$ cat src/phpid_pkg.sv
// Shared widths, reset values, register codes and unit interface structs
// for the pH PID pump controller. No dependencies.
package phpid_pkg;

  localparam int unsigned TIME_BITS_DEF = 32;

  localparam int unsigned PH_W    = 12;
  localparam int unsigned ERR_W   = 13;
  localparam int unsigned DERR_W  = 14;
  localparam int unsigned CTRL_W  = 9;
  localparam int unsigned DUTY_W  = 8;
  localparam int unsigned GAIN_W  = 16;
  localparam int unsigned INTEG_W = 16;
  localparam int unsigned ISUM_W  = INTEG_W + 2;
  localparam logic [INTEG_W-1:0] INTEG_MAX = 16'hFF00;

  localparam int unsigned DIGIT_W   = 2;
  localparam int unsigned MAC_STEPS = GAIN_W / DIGIT_W;
  localparam int unsigned MAC_CNT_W = $clog2(MAC_STEPS);
  localparam int unsigned Y_W       = 2 * GAIN_W;
  localparam int unsigned A_W       = Y_W + 1;
  localparam int unsigned MC_W      = A_W;
  localparam int unsigned ACC_W     = 50;
  localparam int unsigned FRAC_W    = 16;
  localparam int unsigned NUM_W     = ACC_W - FRAC_W;

  localparam logic signed [ACC_W-1:0] A_LIM   = ACC_W'(64'sd2147483648);
  localparam logic signed [ACC_W-1:0] A_LIM_N = -A_LIM;

  localparam int unsigned QUO_W     = DUTY_W;
  localparam int unsigned DIVD_W    = GAIN_W + QUO_W;
  localparam int unsigned DIV_CNT_W = $clog2(QUO_W);

  localparam int unsigned CFG_IDX_W  = 3;
  localparam int unsigned CFG_DATA_W = 16;

  localparam logic [GAIN_W-1:0] KP_RST     = 16'd25600;
  localparam logic [GAIN_W-1:0] KI_RST     = 16'd15360;
  localparam logic [GAIN_W-1:0] KD_RST     = 16'd38400;
  localparam logic [GAIN_W-1:0] PERIOD_RST = 16'd10;
  localparam logic [PH_W-1:0]   SP_RST     = 12'd1280;

  localparam int unsigned ERR_LSB     = 0;
  localparam int unsigned CTRL_LSB    = ERR_LSB + ERR_W;
  localparam int unsigned BASE_LSB    = CTRL_LSB + CTRL_W;
  localparam int unsigned ACID_LSB    = BASE_LSB + DUTY_W;
  localparam int unsigned OUT_FIELD_W = ACID_LSB + DUTY_W;
  localparam int unsigned OUT_TDATA_W = ((OUT_FIELD_W + 7) / 8) * 8;

  typedef enum logic [CFG_IDX_W-1:0] {
    CFG_KP     = 3'd0,
    CFG_KI     = 3'd1,
    CFG_KD     = 3'd2,
    CFG_PERIOD = 3'd3,
    CFG_SP     = 3'd4
  } cfg_idx_e;

  typedef struct packed {
    logic              start;
    logic              clear;
    logic [MC_W-1:0]   mcand;
    logic [GAIN_W-1:0] mult;
  } mac_ctrl_t;

  typedef struct packed {
    logic              start;
    logic [DIVD_W-1:0] dividend;
    logic [GAIN_W-1:0] divisor;
  } div_req_t;

endpackage

$ cat src/ph_pid_pump_controller_unit.sv
// pH PID pump controller top level; uses phpid_pkg, phpid_mac, phpid_div.
// A sample beat is taken only in the idle state. Without an update the result is
// loaded after the check state; with one, after five serial multiplies and a divide.
// A new beat is not taken until the result is loaded into the output register.
// Reset clears state to the initial controller state and gains to defaults.
module ph_pid_pump_controller_unit import phpid_pkg::*; #(
  parameter  int unsigned TIME_BITS  = TIME_BITS_DEF,
  localparam int unsigned IN_TDATA_W = ((PH_W + TIME_BITS + 7) / 8) * 8
) (
  input  logic                   clk_i,
  input  logic                   rst_ni,
  input  logic                   s_axis_tvalid_i,
  output logic                   s_axis_tready_o,
  input  logic [IN_TDATA_W-1:0]  s_axis_tdata_i,  // ph_sample, time_ms
  output logic                   m_axis_tvalid_o,
  input  logic                   m_axis_tready_i,
  output logic [OUT_TDATA_W-1:0] m_axis_tdata_o,  // error_out, control_out, base_duty, acid_duty
  output logic                   m_axis_tuser_o,  // updated
  input  logic                   cfg_we_i,
  input  logic [CFG_IDX_W-1:0]   cfg_idx_i,
  input  logic [CFG_DATA_W-1:0]  cfg_wdata_i
);

  typedef enum logic [14:0] {
    ST_IDLE   = 15'h0001,
    ST_CHECK  = 15'h0002,
    ST_MUL_Y  = 15'h0004,
    ST_LD_YT  = 15'h0008,
    ST_MUL_YT = 15'h0010,
    ST_LD_KP  = 15'h0020,
    ST_MUL_KP = 15'h0040,
    ST_LD_AT  = 15'h0080,
    ST_MUL_AT = 15'h0100,
    ST_LD_KD  = 15'h0200,
    ST_MUL_KD = 15'h0400,
    ST_NORM   = 15'h0800,
    ST_DIV    = 15'h1000,
    ST_FIN    = 15'h2000,
    ST_OUT    = 15'h4000
  } state_e;

  state_e state_q, state_d;

  logic [GAIN_W-1:0] kp_q, ki_q, kd_q, per_q;
  logic [PH_W-1:0]   sp_q;

  logic [PH_W-1:0]         ph_q;
  logic [TIME_BITS-1:0]    time_q, last_q, delta;
  logic signed [ERR_W-1:0] prev_q, herr_q, e_q, e_c;
  logic signed [DERR_W-1:0] de_q, de_c;
  logic [INTEG_W-1:0]      integ_q, integ_c;
  logic signed [ISUM_W-1:0] isum;
  logic                    dir_q;
  logic [CTRL_W-1:0]       hctrl_q, hctrl_c, mag9, hmag9;
  logic                    upd_q, neg_q, sat_q;
  logic [GAIN_W-1:0]       t_eff;
  logic                    go;

  logic signed [ACC_W-1:0] acc;
  logic                    mac_done, div_done;
  logic [QUO_W-1:0]        quo;
  mac_ctrl_t               mac_c;
  div_req_t                div_c;
  logic [A_W-1:0]          a_cl;
  logic [ACC_W-1:0]        absn;
  logic [NUM_W-1:0]        nmag;
  logic                    sat_c;
  logic [DUTY_W-1:0]       hmag, base_c, acid_c;

  logic                    m_valid_q;
  logic [OUT_TDATA_W-1:0]  m_data_q;
  logic                    m_user_q;
  logic                    load;

  assign s_axis_tready_o = (state_q == ST_IDLE);
  assign m_axis_tvalid_o = m_valid_q;
  assign m_axis_tdata_o  = m_data_q;
  assign m_axis_tuser_o  = m_user_q;

  assign t_eff = (per_q == '0) ? GAIN_W'(1) : per_q;
  assign delta = time_q - last_q;
  assign go    = (delta >= TIME_BITS'(t_eff));

  assign e_c  = ERR_W'({1'b0, sp_q}) - ERR_W'({1'b0, ph_q});
  assign de_c = {e_c[ERR_W-1], e_c} - {prev_q[ERR_W-1], prev_q};
  assign isum = {2'b00, integ_q} + {{(ISUM_W-ERR_W){e_c[ERR_W-1]}}, e_c};

  always_comb begin
    if (e_c == '0 || isum[ISUM_W-1]) begin
      integ_c = '0;
    end else if (isum[ISUM_W-2:0] > (ISUM_W-1)'(INTEG_MAX)) begin
      integ_c = INTEG_MAX;
    end else begin
      integ_c = isum[INTEG_W-1:0];
    end
  end

  always_comb begin
    if (acc > A_LIM) begin
      a_cl = A_W'(A_LIM);
    end else if (acc < A_LIM_N) begin
      a_cl = A_W'(A_LIM_N);
    end else begin
      a_cl = acc[A_W-1:0];
    end
  end

  assign absn  = acc[ACC_W-1] ? (~acc + 1'b1) : acc;
  assign nmag  = absn[ACC_W-1:FRAC_W];
  assign sat_c = (nmag >= NUM_W'({t_eff, QUO_W'(0)}));

  assign mag9    = {1'b0, (sat_q ? {QUO_W{1'b1}} : quo)};
  assign hctrl_c = neg_q ? (~mag9 + 1'b1) : mag9;

  assign hmag9  = hctrl_q[CTRL_W-1] ? (~hctrl_q + 1'b1) : hctrl_q;
  assign hmag   = hmag9[DUTY_W-1:0];
  assign base_c = dir_q ? hmag : '0;
  assign acid_c = dir_q ? '0 : hmag;

  assign load = (state_q == ST_OUT) && (!m_valid_q || m_axis_tready_i);

  always_comb begin
    mac_c = '0;
    unique case (state_q)
      ST_CHECK: begin
        mac_c.start = go;
        mac_c.clear = 1'b1;
        mac_c.mcand = MC_W'(integ_c);
        mac_c.mult  = ki_q;
      end
      ST_LD_YT: begin
        mac_c.start = 1'b1;
        mac_c.clear = 1'b1;
        mac_c.mcand = {1'b0, acc[Y_W-1:0]};
        mac_c.mult  = t_eff;
      end
      ST_LD_KP: begin
        mac_c.start = 1'b1;
        mac_c.mcand = {{(MC_W-ERR_W){e_q[ERR_W-1]}}, e_q};
        mac_c.mult  = kp_q;
      end
      ST_LD_AT: begin
        mac_c.start = 1'b1;
        mac_c.clear = 1'b1;
        mac_c.mcand = a_cl;
        mac_c.mult  = t_eff;
      end
      ST_LD_KD: begin
        mac_c.start = 1'b1;
        mac_c.mcand = {{(MC_W-DERR_W){de_q[DERR_W-1]}}, de_q};
        mac_c.mult  = kd_q;
      end
      default: begin
        mac_c = '0;
      end
    endcase
  end

  always_comb begin
    div_c          = '0;
    div_c.start    = (state_q == ST_NORM);
    div_c.dividend = nmag[DIVD_W-1:0];
    div_c.divisor  = t_eff;
  end

  always_comb begin
    state_d = state_q;
    unique case (state_q)
      ST_IDLE:   if (s_axis_tvalid_i) state_d = ST_CHECK;
      ST_CHECK:  state_d = go ? ST_MUL_Y : ST_OUT;
      ST_MUL_Y:  if (mac_done) state_d = ST_LD_YT;
      ST_LD_YT:  state_d = ST_MUL_YT;
      ST_MUL_YT: if (mac_done) state_d = ST_LD_KP;
      ST_LD_KP:  state_d = ST_MUL_KP;
      ST_MUL_KP: if (mac_done) state_d = ST_LD_AT;
      ST_LD_AT:  state_d = ST_MUL_AT;
      ST_MUL_AT: if (mac_done) state_d = ST_LD_KD;
      ST_LD_KD:  state_d = ST_MUL_KD;
      ST_MUL_KD: if (mac_done) state_d = ST_NORM;
      ST_NORM:   state_d = ST_DIV;
      ST_DIV:    if (div_done) state_d = ST_FIN;
      ST_FIN:    state_d = ST_OUT;
      ST_OUT:    if (load) state_d = ST_IDLE;
      default:   state_d = ST_IDLE;
    endcase
  end

  always_ff @(posedge clk_i or negedge rst_ni) begin
    if (!rst_ni) begin
      state_q <= ST_IDLE;
    end else begin
      state_q <= state_d;
    end
  end

  always_ff @(posedge clk_i or negedge rst_ni) begin
    if (!rst_ni) begin
      kp_q  <= KP_RST;
      ki_q  <= KI_RST;
      kd_q  <= KD_RST;
      per_q <= PERIOD_RST;
      sp_q  <= SP_RST;
    end else if (cfg_we_i) begin
      unique case (cfg_idx_i)
        CFG_KP:     kp_q  <= cfg_wdata_i;
        CFG_KI:     ki_q  <= cfg_wdata_i;
        CFG_KD:     kd_q  <= cfg_wdata_i;
        CFG_PERIOD: per_q <= cfg_wdata_i;
        CFG_SP:     sp_q  <= cfg_wdata_i[PH_W-1:0];
        default: ;
      endcase
    end
  end

  always_ff @(posedge clk_i or negedge rst_ni) begin
    if (!rst_ni) begin
      last_q  <= '0;
      prev_q  <= '0;
      herr_q  <= '0;
      integ_q <= '0;
      dir_q   <= 1'b1;
      hctrl_q <= '0;
    end else begin
      if (state_q == ST_CHECK && go) begin
        last_q  <= time_q;
        prev_q  <= e_c;
        herr_q  <= e_c;
        integ_q <= integ_c;
        if (e_c != '0) begin
          dir_q <= !e_c[ERR_W-1];
        end
      end
      if (state_q == ST_FIN) begin
        hctrl_q <= hctrl_c;
      end
    end
  end

  always_ff @(posedge clk_i) begin
    if (state_q == ST_IDLE && s_axis_tvalid_i) begin
      ph_q   <= s_axis_tdata_i[PH_W-1:0];
      time_q <= s_axis_tdata_i[PH_W +: TIME_BITS];
    end
    if (state_q == ST_CHECK) begin
      e_q   <= e_c;
      de_q  <= de_c;
      upd_q <= go;
    end
    if (state_q == ST_NORM) begin
      neg_q <= acc[ACC_W-1];
      sat_q <= sat_c;
    end
  end

  always_ff @(posedge clk_i or negedge rst_ni) begin
    if (!rst_ni) begin
      m_valid_q <= 1'b0;
    end else if (load) begin
      m_valid_q <= 1'b1;
    end else if (m_axis_tready_i) begin
      m_valid_q <= 1'b0;
    end
  end

  always_ff @(posedge clk_i) begin
    if (load) begin
      m_data_q <= OUT_TDATA_W'({acid_c, base_c, hctrl_q, herr_q});
      m_user_q <= upd_q;
    end
  end

  phpid_mac u_mac (
    .clk_i  (clk_i),
    .rst_ni (rst_ni),
    .ctrl_i (mac_c),
    .acc_o  (acc),
    .done_o (mac_done)
  );

  phpid_div u_div (
    .clk_i  (clk_i),
    .rst_ni (rst_ni),
    .req_i  (div_c),
    .quo_o  (quo),
    .done_o (div_done)
  );

endmodule

$ cat src/phpid_mac.sv
// Serial multiply-accumulate unit: two multiplier bits per cycle, shifted
// multiplicand. Depends on phpid_pkg.
module phpid_mac import phpid_pkg::*; (
  input  logic                    clk_i,
  input  logic                    rst_ni,
  input  mac_ctrl_t               ctrl_i,
  output logic signed [ACC_W-1:0] acc_o,
  output logic                    done_o
);

  logic signed [ACC_W-1:0] acc_q, acc_d;
  logic signed [ACC_W-1:0] mc_q, mc_d;
  logic signed [ACC_W-1:0] pp;
  logic [GAIN_W-1:0]       mr_q, mr_d;
  logic [MAC_CNT_W-1:0]    cnt_q, cnt_d;
  logic                    busy_q, busy_d;
  logic                    last;

  assign last   = (cnt_q == MAC_CNT_W'(MAC_STEPS - 1));
  assign done_o = busy_q && last;
  assign acc_o  = acc_q;

  always_comb begin
    pp     = '0;
    acc_d  = acc_q;
    mc_d   = mc_q;
    mr_d   = mr_q;
    cnt_d  = cnt_q;
    busy_d = busy_q;
    if (mr_q[0]) begin
      pp = mc_q;
    end
    if (mr_q[1]) begin
      pp = pp + (mc_q <<< 1);
    end
    if (busy_q) begin
      acc_d = acc_q + pp;
      mc_d  = mc_q <<< DIGIT_W;
      mr_d  = mr_q >> DIGIT_W;
      cnt_d = cnt_q + 1'b1;
      if (last) begin
        busy_d = 1'b0;
      end
    end
    if (ctrl_i.start) begin
      mc_d   = {{(ACC_W-MC_W){ctrl_i.mcand[MC_W-1]}}, ctrl_i.mcand};
      mr_d   = ctrl_i.mult;
      cnt_d  = '0;
      busy_d = 1'b1;
      if (ctrl_i.clear) begin
        acc_d = '0;
      end
    end
  end

  always_ff @(posedge clk_i or negedge rst_ni) begin
    if (!rst_ni) begin
      busy_q <= 1'b0;
      cnt_q  <= '0;
    end else begin
      busy_q <= busy_d;
      cnt_q  <= cnt_d;
    end
  end

  always_ff @(posedge clk_i) begin
    acc_q <= acc_d;
    mc_q  <= mc_d;
    mr_q  <= mr_d;
  end

endmodule

$ cat src/phpid_div.sv
// Restoring divider, one quotient bit per cycle, quotient known below 2^QUO_W.
// Depends on phpid_pkg.
module phpid_div import phpid_pkg::*; (
  input  logic             clk_i,
  input  logic             rst_ni,
  input  div_req_t         req_i,
  output logic [QUO_W-1:0] quo_o,
  output logic             done_o
);

  logic [DIVD_W-1:0]    rem_q, rem_d;
  logic [DIVD_W-2:0]    dv_q, dv_d;
  logic [QUO_W-1:0]     quo_q, quo_d;
  logic [DIV_CNT_W-1:0] cnt_q, cnt_d;
  logic                 busy_q, busy_d;
  logic                 ge;
  logic                 last;

  assign ge     = (rem_q >= {1'b0, dv_q});
  assign last   = (cnt_q == DIV_CNT_W'(QUO_W - 1));
  assign done_o = busy_q && last;
  assign quo_o  = quo_q;

  always_comb begin
    rem_d  = rem_q;
    dv_d   = dv_q;
    quo_d  = quo_q;
    cnt_d  = cnt_q;
    busy_d = busy_q;
    if (busy_q) begin
      if (ge) begin
        rem_d = rem_q - {1'b0, dv_q};
      end
      quo_d = {quo_q[QUO_W-2:0], ge};
      dv_d  = dv_q >> 1;
      cnt_d = cnt_q + 1'b1;
      if (last) begin
        busy_d = 1'b0;
      end
    end
    if (req_i.start) begin
      rem_d  = req_i.dividend;
      dv_d   = {req_i.divisor, (QUO_W-1)'(0)};
      quo_d  = '0;
      cnt_d  = '0;
      busy_d = 1'b1;
    end
  end

  always_ff @(posedge clk_i or negedge rst_ni) begin
    if (!rst_ni) begin
      busy_q <= 1'b0;
      cnt_q  <= '0;
    end else begin
      busy_q <= busy_d;
      cnt_q  <= cnt_d;
    end
  end

  always_ff @(posedge clk_i) begin
    rem_q <= rem_d;
    dv_q  <= dv_d;
    quo_q <= quo_d;
  end

endmodule

$ cat config.mk
export PLATFORM = sky130hd
export DESIGN_NAME = ph_pid_pump_controller_unit
export DESIGN_NICKNAME = d
export VERILOG_FILES = /design/src/phpid_pkg.sv /design/src/ph_pid_pump_controller_unit.sv /design/src/phpid_mac.sv /design/src/phpid_div.sv
export SDC_FILE = /design/constraint.sdc
export NUM_CORES = 1
export LEC_CHECK = 0
export BUFFER_PORTS_ARGS = -buffer_cell sky130_fd_sc_hd__buf_2
export CORE_MARGIN = 10
export CORE_UTILIZATION = 44
export CTS_BUF_LIST = sky130_fd_sc_hd__clkbuf_8
export CTS_CLUSTER_DIAMETER = 50
export DETAILED_ROUTE_END_ITERATION = 10
export PLACE_DENSITY = 0.63
export SYNTH_ARGS = -nofsm -noshare
export SYNTH_HDL_FRONTEND = slang
export SYNTH_SLANG_ARGS = --single-unit
$ cat constraint.sdc
create_clock -name clk_i -period 6.5 [get_ports clk_i]
set_clock_uncertainty 0.2 [all_clocks]
set_input_delay 0.975 -clock clk_i [delete_from_list [all_inputs] [get_ports clk_i]]
set_output_delay 0.975 -clock clk_i [all_outputs]
set_load 0.01 [all_outputs]
==> results.yml <==
clock_tree:
  cts.reportedPaths.clkPinSlew_ns: 0.06
  clk_latency_ns: 0.71
  clock_tree.root_cell: "sky130_fd_sc_hd__clkbuf_8"
  cts_tree: "built"
  clock-sinks: 455
  cts-buffers-inserted: 84
  ctsLongestPathBuffers: 3
  cts_htree_levels: 3
logic_synthesis:
  synth_async_sr_flop_share_pct: 37.58
  post_synth_edffs: 219
  yosys_most_used_dff: "sky130_fd_sc_hd__edfxtp_1"
  netlist_top_cells_area: "sky130_fd_sc_hd__edfxtp_1 (22%), sky130_fd_sc_hd__dfrtp_1 (13%), sky130_fd_sc_hd__ha_1 (9.2%), sky130_fd_sc_hd__dfxtp_1 (4.3%), sky130_fd_sc_hd__mux2_2 (4.1%)"
  synth-seq-area-share_pct: 39.87
  yosys.area.top_type_share_pct: 21.53
  synth.distinct_cells: 96
  netlist.top_cell.by_area: "sky130_fd_sc_hd__edfxtp_1"
  average_cell_area_after_synthesis_um2: 9.386
  synth_seq_cells: 455
  synthesis.instances: 3254
  yosys_warnings: 0
  syn_area_um2: 30540
worst_setup_path:
  worst-endpoint-required_ns: 6.94
  crit_buf_inv: 1
  cp-start-kind: "register"
  cp_common_cell: "sky130_fd_sc_hd__a21o_1"
  timing.critical_path.arrival_ns: 6.54
  crit_family: "compound AO/OA/AOI/OAI gates"
  endpoint_kind: "register"
  cp_slowest_cell: "sky130_fd_sc_hd__or4_1"
  cp_max_fo: 40
  max_stage_delay_ns: 0.51
  worst-r2r-setup-slack_ns: 0.40
  setup.worst_path.class: "register to register"
timing:
  report.final.setup_viol: 0
  final_layout_setup_total_negative_slack_ns: 0
  slew_headroom_pct: 22.91
  tightestPinTransition_ns: 1.146
  finalMaxSlewViolations: 0
  period_share_pct: 93.91
  max_clock_freq_ghz: 0.1638
  final_period_minus_worst_setup_slack_ns: 6.104
  report.final.hold_viol_count: 0
grt:
  grt.overflow.total: 0
  grt_use_total_pct: 20.02
  initial_antenna_violation_count: 2
  grt_start_max_net_pins: 87
  grt_first_pass_wirelength_mm: 131.2
  first_global_vias: 23585
floorplan:
  floorplan.die.height_um: 283.5
  ios: 115
  design.core.area_um2: 68710
  die-width_um: 283.5
  area_of_the_die_um2: 80350
  std_cell_rows: 96
  initial_core_util_pct: 44.45
layout:
  synthToLayoutAreaGrowth_pct: 11.34
  post-route-util_pct: 49.49
  nNetsFinal: 3669
  final_layout_size_suffix_gt1_share_pct: 13.70
run_status:
  run_status: "completed"
routing:
  drtIter0Drc: 1878
  avgViaCountPerCell: 5.703
  wl_mm: 83.20
  routedWlPerCell_um: 19.03
  first_pass_iters: 6
  detailroute.via_count: 24935
  post-route-drc-count: 0
  antenna_left: 0
min_path:
  worstHoldPathType: "input port to async pin"
placement:
  port-buffer-count: 108
  detail_placement_hpwl_mm: 60.87
  routabilityCongestion: 0.9083
job:
  cap_violations: 0
## synthesized netlist by cell type, drive strengths merged, types with 25 or more instances
cell type	instances
xor2	56
nor4	28
nand3	81
o31ai	25
nand4	41
o21a	33
buf	27
edfxtp	219
a222oi	28
dfxtp	65
nor3	92
clkbuf	121
and3	40
o21ai	226
nor2b	43
inv	169
nand2	277
a31oi	51
nor2	205
ha	224
mux2i	53
a21oi	234
dfrtp	154
xnor2	112
and2	61
or3	25
nand2b	31
mux2	114
a21o	115
## per-layer routing
metal	vias to the layer above	wire, um	track usage [%]
met3	144	4597	3.026
met1	11877	37140	26.62
met5	-	0	0
li1	12270	-	-
met2	644	39010	32.78
met4	0	2453	6.916
## cell usage in the layout, fill, tap and decap left out, types with 13 or more instances in the layout
master and count:
sky130_fd_sc_hd__dfrtp_1 153, sky130_fd_sc_hd__o21ai_0 220, sky130_fd_sc_hd__or3_1 25, sky130_fd_sc_hd__nand3b_1 18
sky130_fd_sc_hd__nor2b_1 42, sky130_fd_sc_hd__o211ai_1 20, sky130_fd_sc_hd__buf_2 107, sky130_fd_sc_hd__a21oi_1 233
sky130_fd_sc_hd__a222oi_1 28, sky130_fd_sc_hd__nor3b_1 15, sky130_fd_sc_hd__buf_4 63, sky130_fd_sc_hd__xor2_1 56
sky130_fd_sc_hd__inv_1 201, sky130_fd_sc_hd__and3_1 39, sky130_fd_sc_hd__dfstp_2 17, sky130_fd_sc_hd__nor3_1 92
sky130_fd_sc_hd__nor4_1 27, sky130_fd_sc_hd__nand2b_1 30, sky130_fd_sc_hd__nand3_1 80, sky130_fd_sc_hd__o31ai_1 23
sky130_fd_sc_hd__nand4_1 41, sky130_fd_sc_hd__ha_1 223, sky130_fd_sc_hd__a21boi_0 13, sky130_fd_sc_hd__a21o_1 115
sky130_fd_sc_hd__nand2_1 276, sky130_fd_sc_hd__mux2i_1 53, sky130_fd_sc_hd__xnor2_1 112, sky130_fd_sc_hd__or4_1 13
sky130_fd_sc_hd__edfxtp_1 219, sky130_fd_sc_hd__a211oi_1 22, sky130_fd_sc_hd__dfxtp_1 65, sky130_fd_sc_hd__and2_1 59
sky130_fd_sc_hd__nor2_1 203, sky130_fd_sc_hd__or2_2 14, sky130_fd_sc_hd__o21a_1 33, sky130_fd_sc_hd__mux2_2 111
sky130_fd_sc_hd__o21bai_1 21, sky130_fd_sc_hd__clkbuf_8 94, sky130_fd_sc_hd__a31oi_1 51
## cell type report
class | count | area, um^2
repair buffers | 173 | 1054
multi-input cells | 2482 | 17230
fillers | 6597 | 34700
clock inverters | 65 | 452.9
well taps | 931 | 1165
diodes | 3 | 7.507
clock buffers | 93 | 1280
inverters | 170 | 638.1
flip-flops and latches | 455 | 12180
## timing repair
item | CTS | global route
setup buffers | 0 | 2
resized for setup | 0 | 8
hold buffers | 0 | 0
endpoints found under the setup margin | 0 | 11
## kinds of logic (layout without fill, tap and decap cells)
| logic type | after synthesis | in the layout | synth area share [%] |
|---|---|---|---|
| buffers and inverters | 318 | 501 | 4.031 |
| DFF | 455 | 455 | 39.87 |
| xor gates and xnor gates | 168 | 168 | 4.818 |
| other | 1 | 5 | 0.01228 |
| AOI/OAI and AO/OA | 894 | 894 | 18.87 |
| adders and majority gates | 231 | 231 | 9.635 |
| muxes | 167 | 167 | 5.940 |
| and+or+nand+nor | 1020 | 1020 | 16.83 |
## sequential cells by signal, summed over array words and instances, names as in the netlist, 23 cells and up
signal,flops
m_axis_tdata_o,38
u_div.rem_q,24
u_mac.acc_o,50
u_div.dv_q,23
time_q,32
last_q,32
u_mac.mc_q,50
## path summary, 6_finish.rpt
check                                  start           endpoint  depth (start not counted)
setup / recovery               u_mac.mr_q[0]    u_mac.acc_o[49]                         25
hold / removal                        rst_ni           kp_q[11]                          1
setup reg to reg               u_mac.mr_q[0]    u_mac.acc_o[49]                         25
hold reg to reg                    herr_q[2]  m_axis_tdata_o[2]                          0
max in group asynchronous             rst_ni         state_q[4]                          2
min in group clk_i         s_axis_tdata_i[0]            ph_q[0]                          1
## per-stage QoR
stage / instances / hold slack [ns] / worst slack (ns) / cell area, um^2
after global routing: 4370 / 0.07156 / -0.002182 / 34000
after global placement: 4209 / 0.2306 / 0.2842 / 32230
after floorplan: 3255 / 0.2003 / -0.02615 / 30560
after CTS: 4367 / 0.05284 / 0.2126 / 33960
final: 4372 / 0.06881 / 0.3957 / 34000
after detailed placement: 4209 / 0.2363 / 0.2444 / 32230
Power is not shown: default switching activity piles up to over one toggle a cycle in this logic, so the estimate is an artifact.
